[config.mk]
export PLATFORM = sky130hd
export DESIGN_NAME = vas_update
export DESIGN_NICKNAME = d
export VERILOG_FILES = /design/src/rtl/vas_pkg.sv /design/src/rtl/vas_update.sv
export SDC_FILE = /design/constraint.sdc
export NUM_CORES = 1
export LEC_CHECK = 0
export ABC_CLOCK_PERIOD_IN_PS = 7950
export BUFFER_PORTS_ARGS = -buffer_cell sky130_fd_sc_hd__buf_2
export CAP_MARGIN = 20
export CORE_UTILIZATION = 30
export DETAILED_ROUTE_END_ITERATION = 8
export GPL_ROUTABILITY_DRIVEN = 0
export PLACE_DENSITY = 0.65
export SETUP_SLACK_MARGIN = 0.2
export SLEW_MARGIN = 20
export SYNTH_ARGS = -nofsm -noshare
export SYNTH_HDL_FRONTEND = slang
export SYNTH_SLANG_ARGS = --single-unit
[constraint.sdc]
create_clock -name vclk -period 7.95
set_clock_uncertainty 0.05 [all_clocks]
set_input_delay 1.59 -clock vclk [all_inputs]
set_output_delay 1.59 -clock vclk [all_outputs]
set_load 0.02 [all_outputs]
[src/rtl/vas_pkg.sv]
// Package for the voice allocator and stepper.
// Holds operation and status codes and the shared control struct.
// No dependencies.
package vas_pkg;

  localparam int OP_W = 2;
  localparam logic [1:0] OP_CLAIM = 2'd0;
  localparam logic [1:0] OP_STOP  = 2'd1;
  localparam logic [1:0] OP_TICK  = 2'd2;
  // The fourth operation code does nothing.
  localparam logic [1:0] OP_NOP   = 2'd3;

  localparam logic [1:0] ST_OK      = 2'd0;
  localparam logic [1:0] ST_STOLEN  = 2'd1;
  localparam logic [1:0] ST_MISSING = 2'd2;
  localparam logic [1:0] ST_NONE    = 2'd3;

  localparam int LEN_W  = 24;
  localparam int RATE_W = 24;
  localparam int VOL_W  = 8;
  localparam logic [VOL_W-1:0] VOL_MAX = 8'd255;

  // Request from the sequencer to the per-voice update unit.
  typedef struct packed {
    logic looping;
    logic active;
  } upd_ctl_t;

endpackage

[src/rtl/vas_update.sv]
// Per-voice tick update: add rate to position, then clamp in one-shot mode.
// Depends on vas_pkg. Purely combinational step of the shared unit;
// the looping remainder comes from the vas_divider.
module vas_update #(
  parameter int POS_W = 41,
  parameter int FRAC_BITS = 16
) (
  input  vas_pkg::upd_ctl_t          ctl,
  input  logic signed [POS_W-1:0]    pos,
  input  logic signed [vas_pkg::RATE_W-1:0] rate,
  input  logic [vas_pkg::LEN_W-1:0]  len,
  output logic signed [POS_W-1:0]    sum,
  output logic signed [POS_W-1:0]    clamped,
  output logic                       ended
);
  logic signed [POS_W-1:0] lim;

  always_comb begin
    lim = {{(POS_W - vas_pkg::LEN_W - FRAC_BITS){1'b0}}, len, {FRAC_BITS{1'b0}}};
    sum = pos + POS_W'(rate);
    clamped = sum;
    ended = 1'b0;
    if (ctl.active && !ctl.looping) begin
      if (sum > lim) begin
        clamped = lim;
        ended = 1'b1;
      end else if (sum < -lim) begin
        clamped = -lim;
        ended = 1'b1;
      end
    end
  end
endmodule

# --- After elaboration in Yosys (flattened, before gate mapping) ---
# Cells that the tools add are included.
totals:
  input_bits: 91
  output_inout_bits: 83
  word_cells: 12
  register_bits: 0
op_classes:
  order_cmp: 2
  n_addsub: 2
  mux: 6
  n_reduce_logical: 2
ops:
  columns: ["op", "count"]
  rows:
  - ["41-bit 2-to-1 mux", 3]
  - ["41-bit by 24-bit adder with 41-bit output", 1]
  - ["41-bit greater-than comparator", 1]
  - ["41-bit less-than comparator", 1]
  - ["40-bit negator with 41-bit output", 1]
  - ["1-bit 2-to-1 mux", 3]
  - ["1-bit logical AND", 1]
  - ["1-bit zero test", 1]

# --- Longest topological paths before layout ---
logic_depth:
  depth_word: 5
  mapped_depth: 25
  mapped_depth_nobuf: 24

# --- Worst setup path before layout ---
# Ideal clock, no wire load.
synth_timing:
  path_kind: "input -> output"
  startpoint: "in pos[0]"
  endpoint: "out clamped[31]"
  setup_slack_ps: -767
  path_buffers: 1
  path_stages: 22
  t_arrival_ps: 7077
  t_required_ps: 6310
  cell_sequence: "ha_1 > fa_1 > a211oi_2 > nor2_2 > a41oi_2 > nand2_1 > a31o_2 > a2111oi_0 > nor3_1 > a31oi_1 > xnor2_1 > ha_1 > nand4_1 > or4_1 > nand4_1 > o22ai_1 > a2111oi_2 > o21ai_1 > nor3_4 > clkbuf_1 > nor3_1 > a221oi_1"
synth_between:
  elab_chain_cells: 5
  word_cells_on_any_way: 6
  cone_classes: "1 x add/sub; 2 x order compare; 3 x mux"
synth_lines:
  columns: ["element", "line", "text"]
  rows:
  - ["start, declared", "vas_update.sv:9", "input logic signed [POS_W-1:0] pos,"]
  - ["41-bit by 24-bit adder with 41-bit output *", "vas_update.sv:20", "sum = pos + POS_W'(rate);"]
  - ["named net sum[32]", "vas_update.sv:12", "output logic signed [POS_W-1:0] sum,"]
  - ["41-bit less-than comparator", "vas_update.sv:27", "end else if (sum < -lim) begin"]
  - ["41-bit 2-to-1 mux", "vas_update.sv:27", null]
  - ["41-bit 2-to-1 mux *", "vas_update.sv:24", "if (sum > lim) begin"]
  - ["41-bit 2-to-1 mux *", "vas_update.sv:23", "if (ctl.active && !ctl.looping) begin"]
  - ["end, declared", "vas_update.sv:13", "output logic signed [POS_W-1:0] clamped,"]
# Mark *: on every way through the listed nets, which the timed path passes. The rest lies on a longest branch.

# --- Worst setup path in the final report ---
layout_timing:
  startpoint: "in pos[0]"
  endpoint: "out clamped[30]"
layout_between:
  elab_chain_cells: 5
  word_cells_on_any_way: 6
  cone_classes: "1 x add/sub; 2 x order compare; 3 x mux"
layout_lines:
  columns: ["element", "line"]
  rows:
  - ["41-bit by 24-bit adder with 41-bit output *", "vas_update.sv:20"]
  - ["41-bit less-than comparator", "vas_update.sv:27"]
  - ["41-bit 2-to-1 mux", "vas_update.sv:27"]
  - ["41-bit 2-to-1 mux", "vas_update.sv:24"]
  - ["41-bit 2-to-1 mux *", "vas_update.sv:23"]
# Every way passes the cells marked *; elsewhere a longest branch is shown, timed or not.

==> impl_metrics.toml <==
[outcome]
status = "complete, but fails checks"
violations = "negative setup slack"

[finish]
drive_above_1_share_pct = 44.3
final_area_mm2 = 0.00798
antenna_cells = 0
nets = 1182
area_growth_pct = 69.6
seq_area_um2 = 0
instances_no_fill = 1210
seq_cell_count = 0
n_clock_buffer = 0

[min_path]
hold_depth = 3
worstHoldPathType = "input port to output pin"

[die]
ios = 174
dieWidth_um = 127
die_area_mm2 = 0.0162
fp.coreArea_mm2 = 0.0153
rows = 45
die_y_um = 127
initial_core_util_pct = 30.8

[synth]
synth_top_family_by_area = "compound AO/OA/AOI/OAI gates"
synth_cell_types = 68
yosys-mux-area-fraction_pct = 0.425
yosys.area.top_type = "ha_1"
syn-cell-area_mm2 = 0.00471
synthTopCellsByCount = "ha_1 (89), a21oi_1 (55), nor2_1 (52)"
synth_xor_area_share_pct = 9.49
yosysWarnings = 0
synth_compound_area_share_pct = 33.0
ys_seq_area_share_pct = 0
synth-simple-area-share_pct = 27.4
synth_top_area_share_pct = 23.7
syn_avg_cell_area_um2 = 7.02
synth_area_leaders = "ha_1 (24%), xnor2_1 (7.3%), a21oi_1 (5.8%)"
yosys.area_share.adder_pct = 24.1
syn-num-nets = 851
netlist_instances = 670
synth.most_common_cell = "ha_1"

[timing]
final-setup-viol-count = 40
finalHoldViolations = 0
timing.fmax_mhz = 121
period_needed_ps = 8280
whs_ps = 3510
relSlewSlack_pct = 46.7
rsz0062_at_grt = "true"
fin_ws_ps = -331
worstMarginPinSlew_ps = 797
slew_violations = 0
period_share_pct = 104

[power_and_ir_drop]
power_density_mw_per_mm2 = 147
leakage_nw = 3.97
ir_worst_vdd_uv = 71.2

[job]
cap_violations = 0

[placement]
dp_hpwl_um = 16100
dp_cells = 1186
portBuffers = 174
dpl_cell_area_mm2 = 0.00728

[routing]
post-route-drc-count = 0
num_vias = 6453
drt_first_pass_iters = 5
routedWlPerCell_um = 15.8
drt_wl_total_um = 19200
final_antenna_net_count = 0
drt-initial-drc-count = 406
via_per_inst = 5.33

[clock_network]
holdBufCountCts = 0

[critical_path]
worstSetupPathType = "input port to output pin"
cp-start-kind = "input port"
arrival_ps = 6640
worstPathMaxFanout = 11
end_kind = "output pin"
required_ps = 6310

[global_route]
grt_pass1_wl_um = 30200
grt_max_degree = 13
antenna_found_initial = 0
grt_use_total_pct = 22.8
overflow = 0
grt_pass1_vias = 6181
where the power goes:
group          internal [mW]  switching (mW)
Clock                      0               0
Sequential                 0               0
Combinational          0.555           0.615
critical path, cell delays in order:
cell	delay [ps]
buf_6	100
ha_4	160
fa_2	360
a211oi_4	290
nor2_4	70
a41oi_2	170
nand2_1	110
a31o_4	260
a2111oi_4	300
nor3_2	110
a31oi_2	200
xnor2_2	120
ha_1	310
nand4_1	140
nor4_2	260
o21ai_1	130
a31oi_1	240
o22ai_2	140
a2111oi_4	380
nor2_2	100
o31ai_4	300
buf_4	190
buf_12	130
o22ai_1	80
a221o_1	260
buf_2	160
repair_timing:
action	in CTS	in global routing
gates resized for setup	105	40
buffers inserted	17	5
pin swaps	24	10
gates cloned	2	0
setup endpoints to repair	42	42
hold endpoints to repair	0	0
per-stage QoR:
| step | worst slack, ps | total power [mW] | setup TNS [ps] | utilization (%) |
|---|---|---|---|---|
| after floorplan | -127 | 0.600 | -1040 | - |
| after global placement | -566 | 0.988 | -17190 | 47.7 |
| after detailed placement | -573 | 0.998 | -18490 | 47.7 |
| after CTS | -283 | 1.12 | -7650 | 51.0 |
| after global routing | -657 | 1.26 | -21100 | 52.3 |
| final | -331 | 1.17 | -8020 | 52.3 |
layout make-up:
class                           instances  area (µm²)
Fill cell                            1458        7280
Inverter                               35         134
Multi-Input combinational cell        605        4910
Tap cell                              211         264
Timing Repair Buffer                  359        2670
metal layers:
layer	wire length, µm	vias to the layer above	global-route usage [%]
li1	-	3200	-
met1	8560	3003	29.7
met2	9030	206	38.9
met3	927	44	2.18
met4	650	0	8.26
met5	0	-	0
path summary, 6_finish.rpt:
check     from           to  slack [ps]
max     pos[0]  clamped[30]        -330
min    rate[0]       sum[0]        3510
cells by family (layout without fill, tap and decap cells):
kind of cell	Yosys count	count (layout)
AO/OA/AOI/OAI	222	222
XOR/XNOR	51	51
adder cells (fa/ha/maj)	90	90
buffers and inverters	65	394
multiplexers	2	2
AND/OR/NAND/NOR	240	240
cell usage in the layout, fill, tap and decap left out, types with 4 or more instances in the layout:
cell,netlist,final
a211o_1,7,7
a211oi_1,7,4
a21o_1,27,27
a21oi_1,55,54
a221o_1,9,9
a311oi_1,4,4
a31oi_1,8,7
and2_1,13,4
and2_4,0,9
and3_1,13,13
and4_1,4,4
buf_12,0,7
buf_2,9,132
buf_4,0,168
buf_6,1,49
ha_1,89,88
inv_1,34,33
nand2_1,51,50
nand2b_1,7,7
nand3_1,15,15
nand4_1,14,14
nor2_1,52,46
nor2_4,0,7
nor2b_1,10,8
nor3_1,22,15
nor3_2,1,4
nor3_4,1,5
nor3b_1,5,5
nor4_1,7,5
o211ai_1,4,4
o21a_1,17,16
o21ai_0,35,26
o21ai_1,2,8
or2_2,4,4
or3_1,4,4
or3_4,4,4
xnor2_1,39,36
xor2_1,12,11
(Power assumes the default switching activity.)
