$ cat src/rtl/vas_divider.sv
// Restoring divider for the looping wrap: remainder of |a| by d, one bit a cycle.
// No dependencies; sign of result follows the dividend.
module vas_divider #(
  parameter int POS_W = 41
) (
  input  logic                    clk,
  input  logic                    rst,
  input  logic                    start,
  input  logic signed [POS_W-1:0] dividend,
  input  logic [POS_W-1:0]        divisor,
  output logic                    done,
  output logic signed [POS_W-1:0] remainder
);
  localparam int CW = $clog2(POS_W + 1);
  logic [POS_W-1:0] quo;
  logic [POS_W:0]   rem;
  logic [POS_W-1:0] dv;
  logic             neg;
  logic [CW-1:0]    cnt;
  logic             busy;
  logic [POS_W:0]   trial;

  assign trial = {rem[POS_W-1:0], quo[POS_W-1]};

  always_ff @(posedge clk) begin
    if (rst) begin
      busy <= 1'b0;
      done <= 1'b0;
    end else begin
      done <= 1'b0;
      if (start) begin
        busy <= 1'b1;
        neg  <= dividend[POS_W-1];
        quo  <= dividend[POS_W-1] ? POS_W'(-dividend) : POS_W'(dividend);
        dv   <= divisor;
        rem  <= '0;
        cnt  <= CW'(POS_W);
      end else if (busy) begin
        quo <= {quo[POS_W-2:0], 1'b0};
        if (trial >= {1'b0, dv}) begin
          rem <= trial - {1'b0, dv};
        end else begin
          rem <= trial;
        end
        cnt <= cnt - 1'b1;
        if (cnt == CW'(1)) begin
          busy <= 1'b0;
          done <= 1'b1;
        end
      end
    end
  end

  assign remainder = neg ? -$signed(rem[POS_W-1:0]) : $signed(rem[POS_W-1:0]);
endmodule

$ cat config.mk
export PLATFORM = sky130hd
export DESIGN_NAME = vas_divider
export DESIGN_NICKNAME = d
export VERILOG_FILES = /design/src/rtl/vas_divider.sv
export SDC_FILE = /design/constraint.sdc
export NUM_CORES = 1
export LEC_CHECK = 0
export BUFFER_PORTS_ARGS = -buffer_cell sky130_fd_sc_hd__buf_4
export CAP_MARGIN = 10
export CORE_ASPECT_RATIO = 0.75
export CORE_MARGIN = 2
export CORE_UTILIZATION = 49
export CTS_CLUSTER_DIAMETER = 50
export DETAILED_ROUTE_END_ITERATION = 8
export GPL_TIMING_DRIVEN = 0
export PLACE_DENSITY = 0.7
export SLEW_MARGIN = 5
export SYNTH_ARGS = -nofsm -noshare
export SYNTH_HDL_FRONTEND = slang
export SYNTH_SLANG_ARGS = --single-unit
$ cat constraint.sdc
create_clock -name clk -period 6.4 [get_ports clk]
set_clock_uncertainty 0.05 [all_clocks]
set_input_delay 0.32 -clock clk [delete_from_list [all_inputs] [get_ports clk]]
set_output_delay 0.32 -clock clk [all_outputs]
set_load 0.02 [all_outputs]
# == Yosys cells after proc, flatten, opt, wreduce, memory -nomap -nowiden ==
# Cells that the tools add are included.
# classes
n_reduce_logical,4
mux,11
order_cmp,1
bitwise_logic,2
addsub,4
n_eq_ne,1
# op_table
op,n
41-bit two-way mux,6
41-bit negation,2
42-bit by 41-bit greater-or-equal comparator with 1-bit output,1
41-bit subtractor,1
6-bit by 1-bit equality test with 1-bit output (second input constant),1
6-bit two-way mux,1
6-bit by 1-bit subtractor with 6-bit output (second input constant),1
1-bit two-way mux,4
2-bit AND reduction,2
3-bit OR reduction,1
1-bit NOT,2
2-bit nonzero test,1
# totals
regBits,132
out_inout_bits,42
in_bits,85
elab_cells,30

# == Depth between registers and ports, before layout ==
# logic_depth
depth_word,4
ltp_mapped,16
ltp_nobuf,13

# == Least setup slack after synthesis ==
# Ideal clock, no wire load.
# synth_timing
path_kind,in2reg
startpoint,input port start
endpoint,"register cnt[0], enable pin"
setup_time_ns,0.536
stages,4
path_slack_ns,1.160
t_arrival_ns,4.653
path_cell_list,clkbuf_1 -> clkbuf_1 -> nor2_1 -> nor2_1
# synth_between
elab_chain_cells,2
# synth_rtl
item,line,source
from (decl),8,"input logic start,"
2-bit nonzero test (no source line),n/a,
2-bit AND reduction (no source line),n/a,
to (signal assigned),37,cnt <= CW'(POS_W);
to (signal assigned),45,cnt <= cnt - 1'b1;
to (decl),19,logic [CW-1:0] cnt;
# Every way passes these cells.
# A chain may end at the register's enable or synchronous reset.

# == Worst setup path in the final report ==
# layout_timing
startpoint,register rem[27]
endpoint,register rem[17] (data pin)
# layout_between
elab_chain_cells,3
# layout_rtl
item,line,source
from (decl),16,logic [POS_W:0] rem;
from (signal assigned),41,"rem <= trial - {1'b0, dv};"
from (signal assigned),43,rem <= trial;
42-bit by 41-bit greater-or-equal comparator with 1-bit output,40,"if (trial >= {1'b0, dv}) begin"
41-bit two-way mux,40,
41-bit two-way mux,38,end else if (busy) begin
# Every way passes these cells. The select of a mux whose other input is x is not followed.

==> flow_metrics.tcl <==
set metrics [dict create \
    die_h_um 122 \
    synthArstFlopShare_pct 0 \
    yosysWarnings 0 \
    leakagePower_nw 4.49 \
    h-tree-depth 4 \
    grt_use_met2_pct 36.6 \
    area_growth_pct 21.9 \
    setup_violations 0 \
    yosysSeqAreaShare_pct 43.2 \
    io-pin-count 127 \
    cts.sinks 132 \
    hpwl_mm 17.7 \
    ys.flop_type "edfxtp_1" \
    drcViolationCount 0 \
    reg2reg_slack_ns 1.51 \
    busiest_layer "met2" \
    viasPerCell 5.73 \
    cts_tree "yes" \
    track_usage_pct 24.6 \
    stdcell_count 1331 \
    root_buffer "clkbuf_16" \
    min_path_type "input pin to flop" \
    layout-drive-gt1-share_pct 17.5 \
    cp-end-kind "flop" \
    drv_cap 0 \
    num_rows 43 \
    grt_use_met1_pct 36.0 \
    timing_hold_violations_final 0 \
    reg2reg_to "rem[17]$_SDFFCE_PP0P_" \
    cts-buffers-inserted 17 \
    antenna_found_initial 0 \
    fillers 1536 \
    port_buffers 125 \
    run_status "complete, no violations" \
    hold_path_depth 1 \
    dp_slack_ns 1.67 \
    globalRouteMet3Util_pct 4.73 \
    r2r-start "rem[27]$_SDFFCE_PP0P_" \
    synth_seq_cells 132 \
    initial_core_util_pct 49.8 \
    synth_fp_nets 1054 \
    overflow 0 \
    swShare_pct 30.3 \
    coreArea_sq_um 18300 \
    hold_start "divisor[21]" \
    cts_hold_buf 0 \
    cts.clk_slew.worst_paths_ns 0.06 \
    die_area_sq_um 19700 \
    clk_latency_ns 0.42 \
    power_density_nw_per_um2 276 \
    cp_max_fo 10 \
    gp_congestion 0.915 \
    ff2ff_path_depth 14 \
    die_x_um 162 \
    min_period_ns 4.89 \
    grt_first_pass_wirelength_mm 37.4 \
    worst_hold_slack_ns 0.0199 \
    slew_viol_final 0 \
    ctsResizeCount 0 \
    relSlewSlack_pct 50.8 \
    clockPowerShare_pct 35.5 \
    critPathRequiredTime_ns 6.49 \
    num_vias 7629 \
    drt-initial-drc-count 658 \
    worstSetupStartpointType "flop" \
    total_power_w 0.00307 \
    max-vdd-ir-drop_mv 0.155 \
    cts_setup_buffers 0 \
    fin_nets 1202 \
    finalCritPeriodShare_pct 76.4 \
    comb_power_share_pct 28.3 \
    layout_commonest_cell "edfxtp_1" \
    synth_cells 923 \
    cts_buffer_depth 2 \
    syn_area_sq_um 9130 \
    drt_first_pass_iters 5 \
    grt_max_degree 33 \
    fin_ws_ns 1.51 \
    fmax_mhz 205 \
    synth_edf_count 130 \
    grt_pass1_vias 7051 \
    rsz0062_at_grt "no" \
    diodes 0 \
    worstMarginPinSlew_ns 0.737 \
    syn_avg_cell_area_sq_um 9.89 \
    mostFrequentLayoutCells "edfxtp_1 (130), buf_4 (126), nor2_1 (92), a21oi_1 (77), nand2_1 (60)" \
    post_drt_wl_per_cell_um 18.0 \
    path_class "flop to flop" \
    routed_wl_mm 24.0 \
    min_to "dv[21]$_DFFE_PP_" \
    p_int_w 0.00214 \
    power_frac_seq_pct 36.2 \
    ys_types 65 \
    dp_cells 1299 \
    ant_nets 0 \
    critPathArrivalTime_ns 4.98 \
    netSwitchingPower_w 0.000931 \
]
registers in the layout, indices dropped and copies added, names as in the netlist:
name and count:
done 1, busy 1, quo 41, neg 1, dv 41, rem 41
cnt 6
routing by layer:
layer  share of wire, %  vias to the layer above
met1                 47                     3637
met3                6.8                       44
met2                 44                      279
met5                  0                        -
li1                   -                     3669
met4                2.2                        0
synthesized netlist by cell type, types with 4 or more instances:
cell type	n	area share (%)
nor2_1	94	3.9
nor3_1	8	0.44
ha_1	45	6.2
o41ai_1	6	0.58
or2_2	5	0.34
edfxtp_1	130	43
nand4_1	10	0.69
or3_1	15	1.0
clkbuf_1	31	1.3
nand2b_1	7	0.48
nand2_1	60	2.5
o31ai_1	21	1.7
nor2b_1	6	0.41
nor4_1	5	0.34
a211oi_1	7	0.58
or4_1	8	0.66
o21bai_1	6	0.49
a21oi_1	77	4.2
and3_1	10	0.69
mux2i_1	35	3.8
a21boi_0	5	0.41
a31oi_1	6	0.41
a21o_1	23	1.9
inv_1	56	2.3
mux2_2	11	1.4
xor2_1	58	5.6
or3_4	5	0.62
xnor2_1	56	5.4
o21ai_0	42	2.3
o21a_1	4	0.33
nand3_1	19	1.0
power groups by stage:
stage	Clock (W)	Sequential [W]	Combinational (W)
after floorplan	0	0.00111	0.000593
after global placement	0	0.00113	0.000831
after detailed placement	0	0.00113	0.000854
after CTS	0.00110	0.00111	0.000862
after global routing	0.00114	0.00112	0.000952
final	0.00109	0.00111	0.000869
per-stage QoR:
| stage | cell area, sq um | util [%] | setup TNS [ns] |
|---|---|---|---|
| after floorplan | 9130 | - | 0 |
| after global placement | 10400 | 56.6 | -105.18 |
| after detailed placement | 10500 | 57.1 | 0 |
| after CTS | 11100 | 60.7 | 0 |
| after global routing | 11100 | 60.7 | 0 |
| final | 11100 | 60.7 | 0 |
logic make-up after synthesis:
group / count (synthesis) / synth area share, %
adder cells (fa/ha/maj): 46 / 6.39
AND/OR/NAND/NOR: 270 / 14.8
multiplexers: 46 / 5.20
buffers and inverters: 94 / 3.95
XOR/XNOR: 114 / 10.9
flip-flops: 132 / 43.2
AO/OA/AOI/OAI: 221 / 15.5
layout make-up:
cell class                      count  area (sq um)  share of cell area, %
Buffer                             37           146                   1.32
Clock buffer                       23           478                   4.29
Clock inverter                      9           174                   1.56
Inverter                           57           214                   1.92
Multi-Input combinational cell    697          4840                   43.5
Sequential cell                   132          3940                   35.4
Tap cell                          247           309                   2.78
Timing Repair Buffer              129          1030                   9.22
how the worst max path moves through the flow:
| stage | from | endpoint | slack, ns | cells after the start |
|---|---|---|---|---|
| 6_report | rem[27]$_SDFFCE_PP0P_ | rem[17]$_SDFFCE_PP0P_ | 1.51 | 14 |
| 5_1_grt | rem[27]$_SDFFCE_PP0P_ | rem[9]$_SDFFCE_PP0P_ | 1.33 | 14 |
| 4_1_cts | rem[27]$_SDFFCE_PP0P_ | rem[11]$_SDFFCE_PP0P_ | 1.65 | 14 |
| 3_5_place_dp | rem[27]$_SDFFCE_PP0P_ | rem[11]$_SDFFCE_PP0P_ | 1.67 | 14 |
| 3_3_place_gp | start | quo[24]$_DFFE_PP_ | -1.19 | 4 |
| 2_1_floorplan | start | cnt[0]$_SDFFCE_PP1P_ | 1.16 | 4 |
worst max-delay path: stages (launching register included):
cell and delay, ns:
edfxtp_1 0.53, ha_1 0.35, clkbuf_1 0.20, and3_1 0.27
a221o_1 0.31, a221oi_1 0.51, nand3_1 0.19, or3_1 0.40
nand3_1 0.10, and3_1 0.15, clkbuf_1 0.28, clkbuf_1 0.54
buf_2 0.43, mux2i_1 0.24, nor2_1 0.07
No activity file was read; power rests on OpenSTA's default activity.
